`src/design/life_automaton_grid_engine_assert.svh`:
```
// Assertion macros for the life grid engine.
// Expects clk and rst in the scope of each use.
`ifndef LIFE_AUTOMATON_GRID_ENGINE_ASSERT_SVH
`define LIFE_AUTOMATON_GRID_ENGINE_ASSERT_SVH

// same-cycle implication
`define LAGE_ASSERT_NOW(lbl, ante, cons, msg) \
  lbl: assert property (@(posedge clk) disable iff (rst) (ante) |-> (cons)) \
    else $error(msg);

// next-cycle implication
`define LAGE_ASSERT_NEXT(lbl, ante, cons, msg) \
  lbl: assert property (@(posedge clk) disable iff (rst) (ante) |=> (cons)) \
    else $error(msg);

`endif

```
`src/design/lage_pkg.sv`:
```
// Shared types and constants of the life grid engine.
// No dependencies; used by every other file but the assertion header.
package lage_pkg;

  localparam int GRID_SIZE     = 64;
  localparam int ADDR_W        = $clog2(GRID_SIZE);
  localparam int CNT_W         = ADDR_W + 1;
  localparam int FIELD_W       = 6;
  localparam int ACTION_W      = 2;
  localparam int NBR_W         = 4;
  localparam int BIRTH_COUNT   = 3;
  localparam int SURVIVE_COUNT = 2;

  typedef logic [GRID_SIZE-1:0] row_t;
  typedef logic [ADDR_W-1:0]    addr_t;

  typedef enum logic [ACTION_W-1:0] {
    ACT_STEP  = 2'd0,
    ACT_SET   = 2'd1,
    ACT_CLEAR = 2'd2,
    ACT_READ  = 2'd3
  } action_t;

  typedef enum logic [2:0] {
    S_CLEAR,
    S_IDLE,
    S_DISPATCH,
    S_SWEEP,
    S_FLUSH,
    S_EDIT
  } state_t;

  typedef struct packed {
    logic  en;
    addr_t addr;
    row_t  data;
  } mem_wr_t;

endpackage

```
`src/design/lage_row_mem.sv`:
```
// One generation buffer: GRID_SIZE rows of GRID_SIZE cells.
// One write port, one read port with registered data. Depends on lage_pkg.
module lage_row_mem (
  input  logic              clk,
  input  lage_pkg::mem_wr_t wr,
  input  lage_pkg::addr_t   raddr,
  output lage_pkg::row_t    rdata
);

  lage_pkg::row_t mem [lage_pkg::GRID_SIZE];

  always_ff @(posedge clk) begin
    if (wr.en) begin
      mem[wr.addr] <= wr.data;
    end
    rdata <= mem[raddr];
  end

endmodule

```
`config.mk`:
```
export PLATFORM = sky130hd
export DESIGN_NAME = lage_row_mem
export DESIGN_NICKNAME = d
export VERILOG_FILES = /design/src/design/life_automaton_grid_engine_assert.svh /design/src/design/lage_pkg.sv /design/src/design/lage_row_mem.sv
export SDC_FILE = /design/constraint.sdc
export NUM_CORES = 2
export LEC_CHECK = 0
export BUFFER_PORTS_ARGS = -buffer_cell sky130_fd_sc_hd__clkbuf_2
export CAP_MARGIN = 10
export CORE_ASPECT_RATIO = 1.75
export CORE_UTILIZATION = 52
export CTS_CLUSTER_SIZE = 30
export DETAILED_ROUTE_END_ITERATION = 12
export PLACE_DENSITY = 0.7
export REMOVE_ABC_BUFFERS = 1
export SYNTH_ARGS = -nofsm -noshare
export SYNTH_HDL_FRONTEND = slang
export SYNTH_SLANG_ARGS = --single-unit
export TNS_END_PERCENT = 30
```
`constraint.sdc`:
```
create_clock -name clk -period 12.8 [get_ports clk]
set_input_delay 1.28 -clock clk [delete_from_list [all_inputs] [get_ports clk]]
set_output_delay 1.28 -clock clk [all_outputs]
set_load 0.01 [all_outputs]
```
==> results.py <==
metrics = {
    "outcome": {
        "status": "complete, no violations",
    },
    "worst_setup_path": {
        "crit_type": "in -> reg",
        "end_kind": "register",
        "reg2regPathDepth": 4,
        "crit_fanout": 104,
        "worstPathRequired_ns": 13.56,
        "critPathLaunchType": "input port",
        "critical_path_arrival_ns": 5.29,
    },
    "logic_synthesis": {
        "ys.flop_type": "edfxtp_1",
        "synth_simple_gate_area_share_pct": 1.240,
        "synthTopCellsByArea": "edfxtp_1, mux4_2, mux2i_1, dfxtp_1, a22oi_1",
        "ys_types": 33,
        "yosys.area.top_type": "edfxtp_1",
        "syn_area_per_cell_um2": 23.70,
        "async_flop_share_pct": 0,
        "netlist_area_mm2": 0.1563,
        "synth.top_cells.by_count": "edfxtp_1, mux4_2, buf_2",
        "synth_edf_count": 4096,
        "synthMuxAreaShare_pct": 15.61,
        "synthCells": 6598,
        "synth.top_cell.area_share_pct": 78.67,
        "ys_ff_latch": 4160,
        "yosysSeqAreaShare_pct": 79.49,
        "yosysMostFrequentCell": "edfxtp_1",
        "synth_compound_area_share_pct": 2.477,
        "ys_warn_count": 0,
        "synthXorXnorAreaFrac_pct": 0,
        "synth_top_family_by_area": "multiplexers",
        "synth_fa_ha_area_share_pct": 0,
    },
    "detailed_routing": {
        "ant_nets": 0,
        "post-route-drc-count": 0,
        "first_pass_iters": 6,
        "wl_met3_mm": 41.33,
        "dr.max_layer_used": "met5",
        "wl_met1_mm": 140.5,
        "avgViaCountPerCell": 6.807,
        "wl_met2_mm": 220.0,
        "wl_mm": 426.0,
        "avgRoutedWirePerCell_um": 38.27,
        "drtIter0Drc": 9480,
        "vias": 75765,
    },
    "cts": {
        "cts_resized": 0,
        "cts_setup_buffers": 0,
        "hold_buffers": 0,
        "cts_tree": "done",
        "cts.sinks": 4160,
        "cts_buffers": 355,
        "cts_buffer_depth": 4,
        "clk_pin_slew_worst_paths_ns": 0.07,
        "clockRootBuffer": "clkbuf_16",
        "worstSkewPairLatency_ns": 0.94,
        "htree_levels": 5,
    },
    "timing": {
        "slew_viol_final": 0,
        "max_slew_margin_pct": 7.388,
        "tightest_slew_ns": 1.386,
        "fin_crit_ns": 4.539,
        "max_freq_ghz": 0.2203,
        "fin_crit_sh_pct": 35.46,
        "setup_tns_ns": 0,
        "worst_clock_skew_ns": 0.06038,
        "rsz0062_at_grt": "false",
        "finalSetupViolCount": 0,
        "hold_viol": 0,
    },
    "global_routing": {
        "grt_usage_pct": 28.14,
        "grt_max_degree": 124,
        "grt_pass1_wl_mm": 591.6,
        "antenna_found_initial": 23,
        "grt_pass1_vias": 76839,
        "grt_overflow_total": 0,
    },
    "floorplan": {
        "die_h_um": 727.4,
        "core_area_mm2": 0.2995,
        "die_area_mm2": 0.3030,
        "die_w_um": 416.5,
        "pin_count": 142,
        "rows": 266,
        "initial_core_util_pct": 52.20,
    },
    "pwr": {
        "p_per_area_mw_per_mm2": 157.4,
        "finalPower_uw": 27430,
        "vdd_drop_max_mv": 0.1205,
        "p_leak_uw": 0.05409,
    },
    "job": {
        "cap_violations": 0,
    },
    "finish": {
        "utilization_pct": 58.19,
        "fill_cells": 20798,
        "area_delta_synth_final_pct": 11.49,
        "drive_above_1_share_pct": 27.62,
        "final_area_mm2": 0.1743,
        "nets": 7011,
    },
    "placement": {
        "place_congestion": 0.8193,
        "dpl_cell_area_mm2": 0.1624,
        "port-buffer-count": 141,
        "place_hpwl_mm": 224.6,
    },
    "min_path": {
        "hp-class": "in -> reg",
        "hold_depth": 1,
    },
}
==> area by class of cell <==
type	instances	area, um2	area share, %
Tap cell	3886	4862	2.789
Clock buffer	458	9689	5.559
Sequential cell	4160	124300	71.30
Clock inverter	186	2066	1.185
Multi-Input combinational cell	2049	30770	17.65
Antenna cell	25	62.56	0.03589
Inverter	19	71.32	0.04091
Timing Repair Buffer	348	2507	1.438
==> metal layers <==
| layer | GRT usage [%] | up-vias |
|---|---|---|
| li1 | - | 29091 |
| met1 | 34.09 | 40806 |
| met2 | 48.40 | 4735 |
| met3 | 5.286 | 1109 |
| met4 | 14.07 | 24 |
| met5 | 0 | - |
==> critical path, cell delays in order <==
cell	delay, ns
buf_8	0.58
buf_4	0.82
buf_4	0.68
mux4_2	0.58
or3_1	0.33
a41oi_1	0.59
a211oi_1	0.10
==> sequential cells by signal, summed over array words and instances (netlist names) <==
| name | flops |
|---|---|
| mem | 4096 |
| rdata | 64 |
==> cells in the final DEF, fill, tap and decap left out, types with 41 or more instances in the layout <==
| cell type | n |
|---|---|
| edfxtp_1 | 4096 |
| mux4_2 | 1024 |
| clkbuf_16 | 362 |
| buf_4 | 190 |
| a22oi_1 | 168 |
| clkbuf_2 | 138 |
| mux2i_1 | 135 |
| a22o_1 | 88 |
| o22ai_1 | 83 |
| clkbuf_1 | 69 |
| nor2_4 | 64 |
| and3_1 | 64 |
| dfxtp_1 | 64 |
| a211oi_1 | 63 |
| clkinv_1 | 60 |
| nand2_1 | 55 |
| clkinv_2 | 55 |
| nor2_1 | 47 |
| nand3_1 | 45 |
| bufinv_16 | 41 |
==> per-stage QoR <==
step           hold WS (ns)  setup slack [ns]  instances
6_report             0.7919             8.261      11131
5_1_grt              0.7895             8.168      11108
4_1_cts              0.8477             8.283      11102
3_5_place_dp         0.8271             7.311      10458
3_3_place_gp         0.8091             7.375      10456
2_1_floorplan        0.7878             6.220       6228
==> worst paths after layout <==
path | end | start | slack [ns]
worst min register to register | rdata[26] | mem[44][26] | 0.84
worst max-delay path | rdata[3] | raddr[1] | 8.26
worst max register to register | rdata[19] | mem[38][19] | 10.69
worst min-delay path | mem[37][54] | wr[54] | 0.79
==> power by group <==
part	leakage [uW]	internal, uW	switching [uW]
Sequential	0.0374	15100	54.7
Combinational	0.0110	461	785
Clock	0.00575	6200	4850
Total	0.0541	21700	5690
==> cell families (layout without fill, tap and decap cells) <==
kind of cell,after synthesis,in the layout
flops,4160,4160
mux,1159,1159
compound gates,504,504
buf+inv,389,1011
simple gates,386,386
other cells,0,25
Power figures use the tool's default switching activity.
