$ cat src/design/life_automaton_grid_engine_assert.svh
// Assertion macros for the life grid engine.
// Expects clk and rst in the scope of each use.
`ifndef LIFE_AUTOMATON_GRID_ENGINE_ASSERT_SVH
`define LIFE_AUTOMATON_GRID_ENGINE_ASSERT_SVH

// same-cycle implication
`define LAGE_ASSERT_NOW(lbl, ante, cons, msg) \
  lbl: assert property (@(posedge clk) disable iff (rst) (ante) |-> (cons)) \
    else $error(msg);

// next-cycle implication
`define LAGE_ASSERT_NEXT(lbl, ante, cons, msg) \
  lbl: assert property (@(posedge clk) disable iff (rst) (ante) |=> (cons)) \
    else $error(msg);

`endif

$ cat src/design/lage_pkg.sv
// Shared types and constants of the life grid engine.
// No dependencies; used by every other file but the assertion header.
package lage_pkg;

  localparam int GRID_SIZE     = 64;
  localparam int ADDR_W        = $clog2(GRID_SIZE);
  localparam int CNT_W         = ADDR_W + 1;
  localparam int FIELD_W       = 6;
  localparam int ACTION_W      = 2;
  localparam int NBR_W         = 4;
  localparam int BIRTH_COUNT   = 3;
  localparam int SURVIVE_COUNT = 2;

  typedef logic [GRID_SIZE-1:0] row_t;
  typedef logic [ADDR_W-1:0]    addr_t;

  typedef enum logic [ACTION_W-1:0] {
    ACT_STEP  = 2'd0,
    ACT_SET   = 2'd1,
    ACT_CLEAR = 2'd2,
    ACT_READ  = 2'd3
  } action_t;

  typedef enum logic [2:0] {
    S_CLEAR,
    S_IDLE,
    S_DISPATCH,
    S_SWEEP,
    S_FLUSH,
    S_EDIT
  } state_t;

  typedef struct packed {
    logic  en;
    addr_t addr;
    row_t  data;
  } mem_wr_t;

endpackage

$ cat src/design/lage_row_rule.sv
// B3/S23 update of one row from its three-row window, dead border.
// Depends on lage_pkg.
module lage_row_rule (
  input  lage_pkg::row_t above,
  input  lage_pkg::row_t mid,
  input  lage_pkg::row_t below,
  output lage_pkg::row_t next_row,
  output logic           diff
);

  always_comb begin
    logic [7:0]                 nb;
    logic [lage_pkg::NBR_W-1:0] n;
    for (int c = 0; c < lage_pkg::GRID_SIZE; c++) begin
      nb    = '0;
      nb[0] = above[c];
      nb[1] = below[c];
      if (c > 0) begin
        nb[2] = above[c-1];
        nb[3] = mid[c-1];
        nb[4] = below[c-1];
      end
      if (c < lage_pkg::GRID_SIZE - 1) begin
        nb[5] = above[c+1];
        nb[6] = mid[c+1];
        nb[7] = below[c+1];
      end
      n = lage_pkg::NBR_W'($countones(nb));
      next_row[c] = (n == lage_pkg::NBR_W'(lage_pkg::BIRTH_COUNT)) ||
                    (mid[c] && (n == lage_pkg::NBR_W'(lage_pkg::SURVIVE_COUNT)));
    end
    diff = |(next_row ^ mid);
  end

endmodule

$ cat config.mk
export PLATFORM = sky130hd
export DESIGN_NAME = lage_row_rule
export DESIGN_NICKNAME = d
export VERILOG_FILES = /design/src/design/life_automaton_grid_engine_assert.svh /design/src/design/lage_pkg.sv /design/src/design/lage_row_rule.sv
export SDC_FILE = /design/constraint.sdc
export NUM_CORES = 1
export LEC_CHECK = 0
export ABC_AREA = 1
export ABC_CLOCK_PERIOD_IN_PS = 4250
export BUFFER_PORTS_ARGS = -buffer_cell sky130_fd_sc_hd__buf_2
export CORE_MARGIN = 4
export CORE_UTILIZATION = 45
export DETAILED_ROUTE_END_ITERATION = 10
export GPL_TIMING_DRIVEN = 1
export PLACE_DENSITY = 0.71
export RECOVER_POWER = 50
export SLEW_MARGIN = 20
export SYNTH_ARGS = -nofsm -noshare
export SYNTH_HDL_FRONTEND = slang
export SYNTH_SLANG_ARGS = --single-unit
export TNS_END_PERCENT = 10
$ cat constraint.sdc
create_clock -name vclk -period 4.25
set_input_delay 0.425 -clock vclk [all_inputs]
set_output_delay 0.425 -clock vclk [all_outputs]
set_load 0.01 [all_outputs]
==> run_results.csv, run 1 <==
group,metric,value,unit
routing,vias_per_cell,4.42,
setup_path,worstPathArrival,4.02,ns
floorplan,die-area,0.0306,mm2
placed_design,io_buffers,257,
placed_design,globalplace.congestion,0.904,
routing,postRouteAntennaNets,0,
routing,drc,0,
placed_design,dpl.hpwl,28700,um
global_route,grt_pass1_vias,12400,
setup_path,crit_chain,"buf_8 -> inv_4 -> fa_1 -> fa_1 -> fa_1 -> inv_2 -> ha_4 -> fa_1 -> o21ai_1 -> nor2_1 -> nand2_1 -> nand2_1 -> nand2_1 -> nor2_2 -> nand2_2 -> nor2_4 -> nand2_4 -> nor2_4 -> nand2_2 -> buf_6",
routing,drt_iter0_markers,437,
sta,holdWs,1.35,ns
sta,hold_violations,0,
logic_synthesis,synth_largest_area_cell,"fa_1",
global_route,grt_pass1_wl,52400,um
floorplan,rows,60,
setup_path,cpMaxStageDelayCell,"fa_1",
setup_path,cp.depth,20,
final_layout,regArea,0,um2
floorplan,die_x,175,um
final_layout,drive_above_1_share,0.229,
sta,min_period_over_period,1.05,
sta,finalSetupViolations,1,
global_route,grt_max_degree,5,
logic_synthesis,syn_inst,1760,
floorplan,ios,257,
sta,final.min_clock_period,4.45,ns
final_layout,final_core_utilization,0.599,
logic_synthesis,ys_warn_count,0,
logic_synthesis,syn_area,0.0125,mm2
setup_path,crit_path_start,"mid[53]",
final_layout,nets,2905,
global_route,grt_antenna_before_repair,7,
logic_synthesis,syn_area_per_cell,7.13,um2
logic_synthesis,synth_area_leaders,"fa_1 (40%), ha_1 (19%), inv_1 (17%)",
min_path,hp-class,"in2out",
setup_path,startpoint_type,"input port",
min_path,hold_path_end,"next_row[63]",
final_layout,syn_to_final_growth,29.9,%
sta,rsz0062_at_grt,"true",
setup_path,end_kind,"output pin",
final_layout,clkbuf_count,0,
setup_path,path_max_fanout,2,
floorplan,core_area,0.0272,mm2
outcome,status,"finished with violations",
sta,worstMarginPinSlew,0.246,ns
sta,fin_ws,-0.199,ns
outcome,violations,"negative setup slack",
setup_path,critPathMaxStageDelay,0.58,ns
setup_path,cpMostUsedCell,"fa_1",
final_layout,fill_cells,2486,
min_path,whs_path_depth,6,
sta,slew_violations,0,
logic_synthesis,synth.distinct_cells,17,
clock_network,holdBufCountCts,0,
sta,timing.fmax,225,MHz
floorplan,die_height,175,um
global_route,overflow,0,
power,vdd.ir_drop.worst,0.207,mV
logic_synthesis,synth_nets,2392,
routing,routedWlPerCell,11.3,um
sta,slew_headroom,0.836,
setup_path,critical_path_class,"in2out",
setup_path,required,3.83,ns
global_route,grt_util_all_layers,0.198,
setup_path,critPathTopFamily,"adder cells",
power,p_leak,10.2,nW
run,max_cap_viol_count,0,
routing,drtPass1Iterations,5,
setup_path,crit_buf_inv,4,
routing,wl,29800,um
power,powerDensity,279,mW/mm2
logic_synthesis,seq_area_frac_synth,0,
floorplan,start_util,0.462,
min_path,hp-start,"mid[63]",
final_layout,design.seq.count,0,
routing,dr_total_vias,11700,
logic_synthesis,synth_top_area_share,0.402,
==> worst max-delay path by stage <==
stage	end
2_1_floorplan	diff
3_3_place_gp	diff
3_5_place_dp	diff
4_1_cts	diff
5_1_grt	diff
6_report	diff
==> report_power, final <==
part	total, mW	internal (mW)	switching (mW)
clock network	0.0000000315	0.0000000315	0
registers	0	0	0
logic	4.54	2.07	2.47
==> cell usage in the layout (no fill, tap or decap), types with 6 or more instances in the layout <==
cell,count
ha_1,185
buf_4,254
clkbuf_1,31
nand2_2,6
nor2_2,16
nand3_1,65
nor2_1,203
nand2_1,384
inv_1,562
inv_2,9
fa_1,252
buf_2,222
o21ai_1,61
==> per-layer routing <==
| metal | up-vias | track usage | wire [um] | share of wire |
|---|---|---|---|---|
| met5 | - | 0 | 73 | 0.0025 |
| met4 | 10 | 0.0173 | 293 | 0.0098 |
| met3 | 32 | 0.0260 | 1750 | 0.059 |
| met2 | 264 | 0.381 | 15200 | 0.51 |
| met1 | 5306 | 0.245 | 12500 | 0.42 |
| li1 | 6069 | - | - | - |
==> final cells by class <==
class	instances	area [um2]	area share
Inverter	574	2160	0.133
Timing Repair Buffer	511	3180	0.195
Tap cell	372	465	0.0286
Antenna cell	1	2.50	0.000154
Multi-Input combinational cell	1186	10500	0.643
==> logic make-up after synthesis <==
kind of cell,Yosys count,synth area share
xor+xnor,2,0.00140
simple gates,681,0.212
fa+ha+maj,440,0.590
buf+inv,574,0.172
compound gates,63,0.0253
==> per-stage QoR <==
| stage | instance area (um2) | total power [mW] | std cells | setup WS (ns) | setup TNS (ns) |
|---|---|---|---|---|---|
| floorplan | 12500 | 2.84 | 1760 | 0.419 | 0 |
| global placement | 16200 | 4.31 | 2639 | -0.378 | -0.378 |
| detailed placement | 16200 | 4.53 | 2639 | -0.428 | -0.428 |
| CTS | 16200 | 4.59 | 2641 | -0.209 | -0.209 |
| global route | 16300 | 5.32 | 2644 | -0.422 | -0.422 |
| finish | 16300 | 4.54 | 2644 | -0.199 | -0.199 |
==> what timing repair did <==
| action | CTS | global route |
|---|---|---|
| pin swaps | 14 | 24 |
| endpoints found under the setup margin | 1 | 1 |
| endpoints found under the hold margin | 0 | 0 |
| gates resized for setup | 19 | 29 |
| setup buffers | 2 | 2 |
==> synth_stat cells <==
| cell | count |
|---|---|
| inv_1 | 571 |
| nand2_1 | 390 |
| fa_1 | 252 |
| nor2_1 | 219 |
| ha_1 | 188 |
| nand3_1 | 65 |
| o21ai_1 | 61 |
| nor2_2 | 3 |
| inv_2 | 2 |
| xor2_1 | 2 |
| a21oi_1 | 1 |
| clkinv_1 | 1 |
| nand2_2 | 1 |
| nand3b_1 | 1 |
| nand4_1 | 1 |
| o21a_1 | 1 |
| or2_0 | 1 |
(Power assumes the default switching activity.)
==> inputs of run 2 (changes only) <==
--- a/config.mk
+++ b/config.mk
@@ -8,7 +8,6 @@
 export ABC_AREA = 1
 export ABC_CLOCK_PERIOD_IN_PS = 4250
 export BUFFER_PORTS_ARGS = -buffer_cell sky130_fd_sc_hd__buf_2
-export CORE_MARGIN = 4
 export CORE_UTILIZATION = 45
 export DETAILED_ROUTE_END_ITERATION = 10
 export GPL_TIMING_DRIVEN = 1
==> constraint.sdc (replaced) <==
create_clock -name vclk -period 4.25
set_input_delay 0.425 -clock vclk [all_inputs]
set_output_delay 0.425 -clock vclk [all_outputs]
set_load 0.02 [all_outputs]
==> run_results.csv, run 2 (synthesized netlist as in run 1, its figures left out) <==
group,metric,value,unit
setup_path,end_kind,"output pin",
final_layout,final_cell_mix,"inv_1 (556), nand2_1 (383), buf_4 (257)",
routing,drc,0,
outcome,status,"finished with violations",
sta,slew_violations,0,
final_layout,syn_to_final_growth,30.5,%
placed_design,io_buffers,257,
placed_design,globalplace.congestion,0.852,
final_layout,clkbuf_count,0,
routing,drtPass1Iterations,5,
floorplan,rows,60,
floorplan,die_x,169,um
final_layout,finalNonFillerCells,2651,
final_layout,nets,2910,
global_route,grt_antenna_before_repair,8,
placed_design,placed_area,0.0162,mm2
power,power_frac_seq,0,
power,p_int,2.09,mW
floorplan,ios,257,
placed_design,dp_slack,-0.486,ns
power,powerDensity,292,mW/mm2
final_layout,final_common_cell,"inv_1",
routing,dr_total_vias,11700,
global_route,grt_util_all_layers,0.214,
global_route,grt_pass1_wl,51100,um
floorplan,start_util,0.462,
sta,hold_violations,0,
final_layout,fill_cells,2489,
routing,postRouteAntennaNets,0,
final_layout,final_core_utilization,0.602,
setup_path,worstPathArrival,4.05,ns
power,switching_share,0.562,
final_layout,regArea,0,um2
setup_path,path_max_fanout,2,
sta,slew_headroom,0.800,
final_layout,multi_input_area,0.0105,mm2
power,p_leak,10.2,nW
floorplan,core_area,0.0272,mm2
power,power.net_switching,2.68,mW
min_path,hold_path_end,"next_row[63]",
final_layout,design_area,0.0164,mm2
sta,finalSetupViolations,2,
sta,min_period_over_period,1.05,
sta,fin_ws,-0.221,ns
min_path,hp-start,"mid[63]",
setup_path,required,3.83,ns
floorplan,die_height,169,um
global_route,grt_pass1_vias,12200,
sta,rsz0062_at_grt,"true",
sta,worstMarginPinSlew,0.301,ns
global_route,overflow,0,
final_layout,drive_above_1_share,0.232,
sta,timing.fmax,224,MHz
setup_path,critical_path_class,"in2out",
min_path,whs_path_depth,6,
placed_design,dpl.hpwl,28100,um
power,p_comb_frac,1.000,
routing,drt_iter0_markers,437,
power,p_clk_frac,0,
routing,routedWlPerCell,11.1,um
floorplan,die-area,0.0285,mm2
setup_path,startpoint_type,"input port",
routing,wl,29400,um
placed_design,dp.cells,2638,
final_layout,design.seq.count,0,
power,vdd.ir_drop.worst,0.221,mV
run,max_cap_viol_count,0,
routing,vias_per_cell,4.42,
sta,holdWs,1.39,ns
global_route,grt_max_degree,5,
min_path,hp-class,"in2out",
sta,final.min_clock_period,4.47,ns
outcome,violations,"negative setup slack",
-- run 2: final cells by class --
cell class | count | share of cell area
Inverter | 574 | 0.132
Tap cell | 372 | 0.0284
Multi-Input combinational cell | 1186 | 0.640
Timing Repair Buffer | 516 | 0.199
Antenna cell | 3 | 0.000459
-- run 2: worst max path at each step --
| stage | from | end | slack (ns) | depth (start not counted) |
|---|---|---|---|---|
| after floorplan | above[1] | diff | 0.37 | 18 |
| after global placement | above[46] | diff | -0.45 | 21 |
| after detailed placement | above[47] | diff | -0.49 | 21 |
| after CTS | above[46] | diff | -0.24 | 20 |
| after global routing | above[14] | diff | -0.39 | 20 |
| final | above[51] | diff | -0.22 | 20 |
-- run 2: metal layers --
| metal | wire, um | up-vias | GRT usage |
|---|---|---|---|
| met1 | 12400 | 5371 | 0.255 |
| met4 | 214 | 8 | 0.0154 |
| li1 | - | 6082 | - |
| met3 | 1430 | 26 | 0.0243 |
| met5 | 51 | - | 0 |
| met2 | 15300 | 239 | 0.423 |
-- run 2: repair_timing --
action,in CTS,in global routing
endpoints found under the setup margin,1,2
setup buffers,6,5
pin swaps,14,41
gates resized for setup,29,32
hold buffers,0,0
hold endpoints to repair,0,0
-- run 2: worst max-delay path, stage by stage --
cell	delay, ns
buf_2	0.09
inv_1	0.07
fa_1	0.56
fa_1	0.44
fa_1	0.50
inv_1	0.04
ha_1	0.20
fa_1	0.49
o21ai_1	0.06
nor2_1	0.14
nand2_1	0.09
nand2_1	0.06
nand2_1	0.07
nor2_1	0.11
nand2_1	0.11
nor2_4	0.15
nand2_2	0.09
nor2_4	0.14
nand2_4	0.07
buf_6	0.13
-- run 2: power by group through the flow --
| stage | clock [mW] | sequential, mW | combinational (mW) |
|---|---|---|---|
| 6_report | 0.0000000945 | 0 | 4.77 |
| 5_1_grt | 0.0000000314 | 0 | 5.54 |
| 4_1_cts | 0 | 0 | 4.79 |
| 3_5_place_dp | 0 | 0 | 4.70 |
| 3_3_place_gp | 0 | 0 | 4.47 |
| 2_1_floorplan | 0 | 0 | 3.05 |
-- run 2: metrics by stage --
step,TNS [ns],total power [mW]
final,-0.240,4.77
after global routing,-0.529,5.54
after CTS,-0.333,4.79
after detailed placement,-0.486,4.70
after global placement,-0.450,4.47
after floorplan,0,3.05
==> inputs of run 3 (changes only) <==
--- a/config.mk
+++ b/config.mk
@@ -8,10 +8,10 @@
 export ABC_AREA = 1
 export ABC_CLOCK_PERIOD_IN_PS = 4250
 export BUFFER_PORTS_ARGS = -buffer_cell sky130_fd_sc_hd__buf_2
-export CORE_UTILIZATION = 45
+export CORE_UTILIZATION = 35
 export DETAILED_ROUTE_END_ITERATION = 10
 export GPL_TIMING_DRIVEN = 1
-export PLACE_DENSITY = 0.71
+export PLACE_DENSITY = 0.58
 export RECOVER_POWER = 50
 export SLEW_MARGIN = 20
 export SYNTH_ARGS = -nofsm -noshare
==> run_results.csv, run 3 (synthesized netlist as in run 1, its figures left out) <==
group,metric,value,unit
final_layout,final_cell_mix,"inv_1 (568), nand2_1 (385), buf_4 (261)",
final_layout,fill_cells,3589,
setup_path,critical_path_class,"in2out",
final_layout,clkbuf_count,0,
floorplan,core_area,0.0349,mm2
placed_design,dp.cells,2733,
final_layout,drive_above_1_share,0.225,
setup_path,required,3.83,ns
placed_design,globalplace.congestion,0.859,
final_layout,nets,2912,
sta,finalSetupViolations,1,
floorplan,rows,68,
clock_network,holdBufCountCts,0,
routing,dr_total_vias,11600,
global_route,grt_max_degree,5,
sta,fin_ws,-0.218,ns
run,max_cap_viol_count,0,
floorplan,die-area,0.0366,mm2
sta,slew_violations,0,
sta,final.min_clock_period,4.47,ns
min_path,hp-class,"in2out",
floorplan,die_height,191,um
routing,wl,29700,um
sta,hold_violations,0,
routing,postRouteAntennaNets,0,
global_route,overflow,0,
floorplan,ios,257,
final_layout,final_core_utilization,0.470,
power,powerDensity,287,mW/mm2
power,p_leak,10.2,nW
final_layout,design_area,0.0164,mm2
final_layout,final_common_cell,"inv_1",
global_route,grt_pass1_wl,51900,um
routing,drtPass1Iterations,4,
outcome,status,"finished with violations",
sta,rsz0062_at_grt,"true",
power,vdd.ir_drop.worst,0.204,mV
routing,drt_iter0_markers,298,
setup_path,worstPathArrival,4.04,ns
final_layout,design.seq.count,0,
global_route,grt_pass1_vias,12200,
floorplan,start_util,0.360,
setup_path,path_max_fanout,2,
sta,worstMarginPinSlew,0.339,ns
routing,drc,0,
clock_network,postCtsSetupRepairBufs,0,
floorplan,die_x,191,um
placed_design,io_buffers,257,
global_route,grt_util_all_layers,0.169,
outcome,violations,"negative setup slack",
final_layout,finalNonFillerCells,2736,
global_route,grt_antenna_before_repair,8,
routing,routedWlPerCell,10.8,um
placed_design,dpl.hpwl,28900,um
placed_design,placed_area,0.0164,mm2
routing,vias_per_cell,4.23,
final_layout,syn_to_final_growth,30.7,%
sta,min_period_over_period,1.05,
sta,holdWs,1.29,ns
setup_path,startpoint_type,"input port",
final_layout,regArea,0,um2
setup_path,end_kind,"output pin",
sta,slew_headroom,0.775,
sta,timing.fmax,224,MHz
-- run 3: changes by cell type in the layout (fill, tap and decap cells not counted), sizes merged --
| cell | before | now |
|---|---|---|
| buf | 485 | 486 |
| clkbuf | 31 | 32 |
-- run 3: final cells by class --
type | instances | area (um2) | area share
Multi-Input combinational cell | 1186 | 10500 | 0.638
Antenna cell | 3 | 7.51 | 0.000458
Inverter | 574 | 2150 | 0.131
Timing Repair Buffer | 518 | 3210 | 0.196
Tap cell | 455 | 569 | 0.0347
-- run 3: worst paths after layout --
kind                 endpoint      start  cells after the start  slack [ns]
hold / removal    next_row[0]     mid[0]                      4        1.29
setup / recovery         diff  above[23]                     21       -0.22
-- run 3: critical path, cell delays in order --
cell and delay [ns]:
buf_2 0.09, inv_1 0.06, buf_4 0.13, fa_1 0.54
fa_1 0.43, fa_1 0.50, inv_1 0.04, ha_1 0.20
fa_1 0.48, o21ai_1 0.06, nor2_1 0.12, nand2_1 0.09
nand2_1 0.07, nand2_1 0.05, nor2_1 0.08, nand2_1 0.09
nor2_4 0.16, nand2_1 0.08, nor2_2 0.11, nand2_1 0.07
buf_2 0.16
-- run 3: through the flow --
step,worst slack [ns],total power [mW],TNS (ns)
after detailed placement,-0.527,4.75,-0.527
after global routing,-0.454,5.51,-0.454
after CTS,-0.268,4.81,-0.268
final,-0.218,4.71,-0.218
after global placement,-0.487,4.58,-0.487
after floorplan,0.368,3.05,0
-- run 3: routing by layer --
metal / wire length [um] / track usage
met5: 50 / 0
met4: 435 / 0.0223
met3: 1580 / 0.0193
met2: 14500 / 0.316
met1: 13100 / 0.212
-- run 3: report_power, final --
part | total (mW) | internal (mW) | switching, mW
Sequential | 0 | 0 | 0
Combinational | 4.71 | 2.05 | 2.66
Clock | 0.0000000945 | 0.0000000945 | 0
-- run 3: what timing repair did --
item | CTS | global route
pin swaps | 4 | 4
gates resized for setup | 17 | 7
setup endpoints to repair | 1 | 1
